===== src/rtl/prc_pkg.sv =====
// prc_pkg: shared types and constants of the progress record checker
// no dependencies; imported by prc_crc, prc_parser and progress_record_checker

package prc_pkg;

  // record layout constants
  localparam logic [31:0] RECORD_MAGIC     = 32'h4550_4150;
  localparam logic [7:0]  RECORD_SCHEMA    = 8'd1;
  localparam int unsigned MIN_RECORD_BYTES = 4 + 1 + 8 + 4;
  localparam logic [31:0] CRC_POLY         = 32'hedb8_8320;
  localparam logic [31:0] CRC_INIT         = 32'hffff_ffff;

  // configuration register indexes
  localparam int unsigned CFG_IDX_W = 8;
  localparam logic [CFG_IDX_W-1:0] CFG_PHASE_LOWEST  = 8'd0;
  localparam logic [CFG_IDX_W-1:0] CFG_PHASE_HIGHEST = 8'd1;

  // parse stages
  typedef enum logic [3:0] {
    ST_MAGIC  = 4'd0,
    ST_SCHEMA = 4'd1,
    ST_SEQ    = 4'd2,
    ST_LEN1   = 4'd3,
    ST_STR1   = 4'd4,
    ST_LEN2   = 4'd5,
    ST_STR2   = 4'd6,
    ST_COUNT  = 4'd7,
    ST_INDEX  = 4'd8,
    ST_PHASE  = 4'd9,
    ST_DONE   = 4'd10
  } prc_stage_e;

  // parser status after the current byte, before end-of-record clearing
  typedef struct packed {
    logic        fault;
    logic        done;
    logic [63:0] seq_num;
    logic [31:0] count;
    logic [31:0] index;
    logic [7:0]  phase;
  } prc_parse_t;

endpackage


===== src/rtl/prc_parser.sv =====
// prc_parser: record payload field parser, one byte per step_i cycle
// depends on prc_pkg

module prc_parser (
  input  logic                 clk_i,
  input  logic                 rst_ni,
  input  logic                 step_i,
  input  logic                 clear_i,
  input  logic [7:0]           data_i,
  input  logic [7:0]           phase_lo_i,
  input  logic [7:0]           phase_hi_i,
  output prc_pkg::prc_parse_t  status_o
);
  import prc_pkg::*;

  prc_stage_e  stage_q, stage_d;
  logic [2:0]  idx_q, idx_d;
  logic [63:0] shift_q, shift_d;
  logic [31:0] remain_q, remain_d;
  logic [63:0] seq_q, seq_d;
  logic [31:0] count_q, count_d;
  logic [31:0] index_q, index_d;
  logic [7:0]  phase_q, phase_d;
  logic        fault_q, fault_d;

  logic [63:0] gathered;
  logic [31:0] remain_dec;
  logic        full4, full8;

  // byte merged into the field under assembly
  assign gathered   = shift_q | ({56'd0, data_i} << {idx_q, 3'b000});
  assign full4      = (idx_q >= 3'd3);
  assign full8      = (idx_q == 3'd7);
  assign remain_dec = remain_q - 32'd1;

  // next state of the parser
  always_comb begin
    stage_d  = stage_q;
    idx_d    = idx_q;
    shift_d  = shift_q;
    remain_d = remain_q;
    seq_d    = seq_q;
    count_d  = count_q;
    index_d  = index_q;
    phase_d  = phase_q;
    fault_d  = fault_q;
    if (step_i) begin
      case (stage_q)
        ST_MAGIC: begin
          if (full4) begin
            idx_d   = 3'd0;
            shift_d = 64'd0;
            stage_d = ST_SCHEMA;
            if (gathered[31:0] != RECORD_MAGIC) fault_d = 1'b1;
          end else begin
            idx_d   = idx_q + 3'd1;
            shift_d = gathered;
          end
        end
        ST_SCHEMA: begin
          if (data_i != RECORD_SCHEMA) fault_d = 1'b1;
          stage_d = ST_SEQ;
        end
        ST_SEQ: begin
          if (full8) begin
            idx_d   = 3'd0;
            shift_d = 64'd0;
            seq_d   = gathered;
            stage_d = ST_LEN1;
            if (gathered == 64'd0) fault_d = 1'b1;
          end else begin
            idx_d   = idx_q + 3'd1;
            shift_d = gathered;
          end
        end
        ST_LEN1, ST_LEN2: begin
          if (full4) begin
            idx_d   = 3'd0;
            shift_d = 64'd0;
            if (gathered[31:0] == 32'd0) begin
              // empty string: fault, go on with the next field
              fault_d = 1'b1;
              stage_d = (stage_q == ST_LEN1) ? ST_LEN2 : ST_COUNT;
            end else begin
              remain_d = gathered[31:0];
              stage_d  = (stage_q == ST_LEN1) ? ST_STR1 : ST_STR2;
            end
          end else begin
            idx_d   = idx_q + 3'd1;
            shift_d = gathered;
          end
        end
        ST_STR1, ST_STR2: begin
          remain_d = remain_dec;
          if (remain_dec == 32'd0) begin
            stage_d = (stage_q == ST_STR1) ? ST_LEN2 : ST_COUNT;
          end
        end
        ST_COUNT: begin
          if (full4) begin
            idx_d   = 3'd0;
            shift_d = 64'd0;
            count_d = gathered[31:0];
            stage_d = ST_INDEX;
            if (gathered[31:0] == 32'd0) fault_d = 1'b1;
          end else begin
            idx_d   = idx_q + 3'd1;
            shift_d = gathered;
          end
        end
        ST_INDEX: begin
          if (full4) begin
            idx_d   = 3'd0;
            shift_d = 64'd0;
            index_d = gathered[31:0];
            stage_d = ST_PHASE;
            if (gathered[31:0] > count_q) fault_d = 1'b1;
          end else begin
            idx_d   = idx_q + 3'd1;
            shift_d = gathered;
          end
        end
        ST_PHASE: begin
          phase_d = data_i;
          stage_d = ST_DONE;
          if (data_i < phase_lo_i || data_i > phase_hi_i) fault_d = 1'b1;
        end
        default: begin
          // trailing payload bytes
          fault_d = 1'b1;
        end
      endcase
    end
  end

  // status as seen after this byte
  assign status_o = '{
    fault:   fault_d,
    done:    (stage_d == ST_DONE),
    seq_num: seq_d,
    count:   count_d,
    index:   index_d,
    phase:   phase_d
  };

  // parser state registers
  always_ff @(posedge clk_i or negedge rst_ni) begin
    if (!rst_ni) begin
      stage_q  <= ST_MAGIC;
      idx_q    <= 3'd0;
      shift_q  <= 64'd0;
      remain_q <= 32'd0;
      seq_q    <= 64'd0;
      count_q  <= 32'd0;
      index_q  <= 32'd0;
      phase_q  <= 8'd0;
      fault_q  <= 1'b0;
    end else if (clear_i) begin
      stage_q  <= ST_MAGIC;
      idx_q    <= 3'd0;
      shift_q  <= 64'd0;
      remain_q <= 32'd0;
      seq_q    <= 64'd0;
      count_q  <= 32'd0;
      index_q  <= 32'd0;
      phase_q  <= 8'd0;
      fault_q  <= 1'b0;
    end else begin
      stage_q  <= stage_d;
      idx_q    <= idx_d;
      shift_q  <= shift_d;
      remain_q <= remain_d;
      seq_q    <= seq_d;
      count_q  <= count_d;
      index_q  <= index_d;
      phase_q  <= phase_d;
      fault_q  <= fault_d;
    end
  end

endmodule


===== config.mk =====
export PLATFORM = sky130hd
export DESIGN_NAME = prc_parser
export DESIGN_NICKNAME = d
export VERILOG_FILES = /design/src/rtl/prc_pkg.sv /design/src/rtl/prc_parser.sv
export SDC_FILE = /design/constraint.sdc
export NUM_CORES = 1
export LEC_CHECK = 0
export BUFFER_PORTS_ARGS = -buffer_cell sky130_fd_sc_hd__buf_2
export CORE_UTILIZATION = 45
export CTS_CLUSTER_SIZE = 28
export DETAILED_ROUTE_END_ITERATION = 8
export MAX_ROUTING_LAYER = met4
export PLACE_DENSITY = 0.66
export SETUP_SLACK_MARGIN = 0.02
export SLEW_MARGIN = 20
export SYNTH_ARGS = -nofsm -noshare
export SYNTH_HDL_FRONTEND = slang
export SYNTH_SLANG_ARGS = --single-unit

===== constraint.sdc =====
create_clock -name clk_i -period 3.4 [get_ports clk_i]
set_input_delay 0.17 -clock clk_i [delete_from_list [all_inputs] [get_ports clk_i]]
set_output_delay 0.17 -clock clk_i [all_outputs]
set_load 0.01 [all_outputs]

==> results.md <==
- CP cell instances: buf_6, buf_12, nor2b_1, a31oi_1, inv_1, ha_1, nand4_1, nor3_4, a31oi_1, o211a_1, a211oi_2, nor2_1, buf_2
- Top cell type's share of synthesized area: 0.443
- Total CTS buffers: 28
- Pre-CTS WS: 0.186 ns
- Hold Vio Cnt, Final: 0
- Most Frequent Cell on Critical Path: a31oi_1
- Max-Cap Viols: 0
- Synth warnings: 0
- Combinational Power Share: 0.276
- Filler cells: 2704
- CP delay by family, top: compound AO/OA/AOI/OAI gates
- # IOs: 166
- Netlist Area Pre-Place: 13500 um2
- Vias in the first global route: 12162
- Sw Share: 0.331
- Total core area: 29600 um2
- Met2 wire length: 21.5 mm
- Number of DRC markers in iteration 0: 1476
- Rows: 63
- # nets final: 1870
- DRT Wirelength: 48.4 mm
- Tcrit/Tclk final: 1.05
- H-tree depth: 1
- Final Slew Violations: 0
- Max rail drop VDD: 0.425 mV
- Synth area leader: dfrtp_1
- Class of the worst hold path: in -> reg
- Critical path arrival: 3.41 ns
- Clock Skew: 0.0358 ns
- Async set-reset flop share out of synthesis: 1.00
- Synth-to-Final Area Change: 26.1%
- Placed insts: 2125
- Pleak: 0.00858 uW
- DIE AREA: 30800 um2
- WP buf/inv: 4
- Remaining global-route overflow: 0
- Share of layout cells above drive strength 1: 0.258
- CP max FO: 6
- Worst slew pin tran: 0.936 ns
- Final GP Congestion: 0.976
- Top cells by area, synth: dfrtp_1, a21oi_1, nor2_1
- Via density: 5.85
- Via Count: 12882
- CTS Sinks: 240
- Status: finished, violations left
- Wl on met1: 21.3 mm
- Clk buf depth: 3
- Net Switching: 2800 uW
- Worst relative slew slack: 0.371
- Initial Util: 0.457
- Max Freq: 280 MHz
- Mapped Cells: 1561
- Slowest cell on crit path: dfrtp_2
- Met3 routed WL: 3.91 mm
- Clk root buf: clkbuf_16
- Startpoint Class: register
- Power Density: 496 nW/um2
- Clk slew on worst S/H paths: 0.06 ns
- CP Class: reg -> out
- RSZ-0062 raised after global routing: yes
- Avg WL per Cell: 22.0 um
- Uppermost routed layer: met4
- 1st-pass router iterations: 5
- Number of synthesized flops with an enable pin: 0
- Setup violations, final: 2
- Sequential Power Share: 0.359
- GRT Total Usage: 0.319
- Clock network fraction of total power: 0.366
- Seq/Total Area, Yosys: 0.443
- Net Count, Synth: 1641
- Largest net degree at the start of global routing: 96
- Top_reg_cell synth: dfrtp_1
- Clk_lat worst skew: 0.57 ns
- DP HPWL: 34.8 mm
- Library cells used by synthesis: 75
- Post-DRT Antenna Nets: 0
- Failing checks: negative setup slack
- Hold_ws: 0.114 ns
- DIE WIDTH: 176 um
- IO Port Bufs: 165
- CTS tree: yes
- Antenna diodes: 0
- Die H: 176 um
- Crit. End Element: primary output
- Max incr delay on CP: 0.44 ns
- Crit path setup slack, layout: -0.175 ns
- Pint: 5670 uW
- Final period demand of the worst path: 3.58 ns
- Final core utilization: 0.577
- FF+latch count, synth: 240
- CP required: 3.23 ns
- DRC viols: 0
- First-pass GRT wire length: 73.1 mm
- Power Total: 8470 uW
- Syn Area/Cell: 8.68 um2
- Final std cells w/o fill: 2202
- Antenna violations before repair: 1
registers in the layout, summed over array words and instances (netlist names):
register and count:
stage_q 4, fault_q 1, remain_q 32, index_q 32
count_q 32, shift_q 64, phase_q 8, idx_q 3
seq_q 64
cell families after synthesis:
kind of cell	after synthesis	synth area share
fa+ha+maj	52	0.0480
simple gates	598	0.228
buf+inv	199	0.0595
compound gates	449	0.204
xor+xnor	9	0.00582
flops	240	0.443
mux	14	0.0111
power groups by stage:
stage	clock, uW	sequential (uW)	combinational (uW)
finish	3100	3040	2340
detailed placement	0	3060	1940
global route	3240	3040	2510
CTS	3150	3020	2200
global placement	0	3060	1930
floorplan	0	3020	1050
repair_timing:
action / 4_1_cts / 5_1_grt
hold buffers: 3 / 0
setup endpoints to repair: 37 / 57
gates cloned: 2 / 3
buffers inserted: 14 / 3
gates resized for setup: 84 / 27
pin swaps: 22 / 15
hold endpoints to repair: 93 / 0
cell type report:
class | count | area (um2) | share of cell area
multi-input combinational | 1124 | 7210 | 0.422
sequential | 240 | 6010 | 0.352
clock buffer | 36 | 771 | 0.0451
tap | 390 | 488 | 0.0286
timing repair buffer | 304 | 2080 | 0.122
clock inverter | 16 | 189 | 0.0111
inverter | 92 | 345 | 0.0202
cells in the mapped netlist (all sizes together), types with 7 or more instances:
library cell	count
ha	52
nor2	248
a21oi	275
and2	144
or3	9
o211ai	13
nor3	32
nor2b	15
o21ai	33
nand2	47
mux2	8
inv	91
nor4	24
nand4	28
buf	24
a31oi	23
dfrtp	240
o22ai	25
a211oi	7
a2111oi	11
o31ai	14
clkbuf	83
nand3	10
per-stage QoR:
step,cell area (um2),TNS [ns]
2_1_floorplan,13500,0
3_3_place_gp,15400,0
3_5_place_dp,15400,0
4_1_cts,16900,-0.222
5_1_grt,17100,-0.461
6_report,17100,-0.294
placed cells by master, fill, tap and decap left out, types with 7 or more instances in the layout:
cell	n
a21oi_1	258
a21oi_2	10
a21oi_4	7
a31oi_1	17
and2_1	140
buf_12	9
buf_2	164
buf_4	120
clkbuf_16	29
clkinv_2	9
dfrtp_1	237
ha_1	47
inv_1	82
inv_2	10
mux2_2	8
nand2_1	46
nand3_1	10
nand4_1	27
nor2_1	241
nor2b_1	13
nor3_1	27
nor4_1	20
o211ai_1	12
o21ai_0	31
o22ai_2	20
o31ai_1	14
or3_1	9
worst paths after layout:
| kind | from | end | slack (ns) | cells past startpoint |
|---|---|---|---|---|
| max | idx_q[1]$_DFFE_PN0P_ | status_o[137] | -0.18 | 13 |
| min | step_i | stage_q[1]$_DFF_PN0_ | 0.11 | 3 |
| max reg2reg | idx_q[1]$_DFFE_PN0P_ | remain_q[5]$_DFFE_PN0P_ | 0.33 | 10 |
| min reg2reg | shift_q[54]$_DFFE_PN0P_ | shift_q[54]$_DFFE_PN0P_ | 0.52 | 2 |
| max in group asynchronous | rst_ni | shift_q[36]$_DFFE_PN0P_ | 2.19 | 3 |
| min in group asynchronous | rst_ni | count_q[4]$_DFF_PN0_ | 0.26 | 2 |
routing by layer:
metal | global-route usage | vias to the layer above
met5 | - | -
met4 | 0.106 | 0
met3 | 0.0626 | 89
met2 | 0.467 | 569
met1 | 0.443 | 6306
li1 | - | 5918
worst reg2reg max path, stage by stage (launching register included):
cell	delay [ns]
dfrtp_2	0.44
buf_6	0.16
buf_12	0.13
and4bb_1	0.22
a2111oi_1	0.49
nand4_1	0.17
buf_4	0.19
nor4_4	0.23
a21boi_2	0.24
o21ai_2	0.48
a221oi_1	0.17
(Power assumes the default switching activity.)
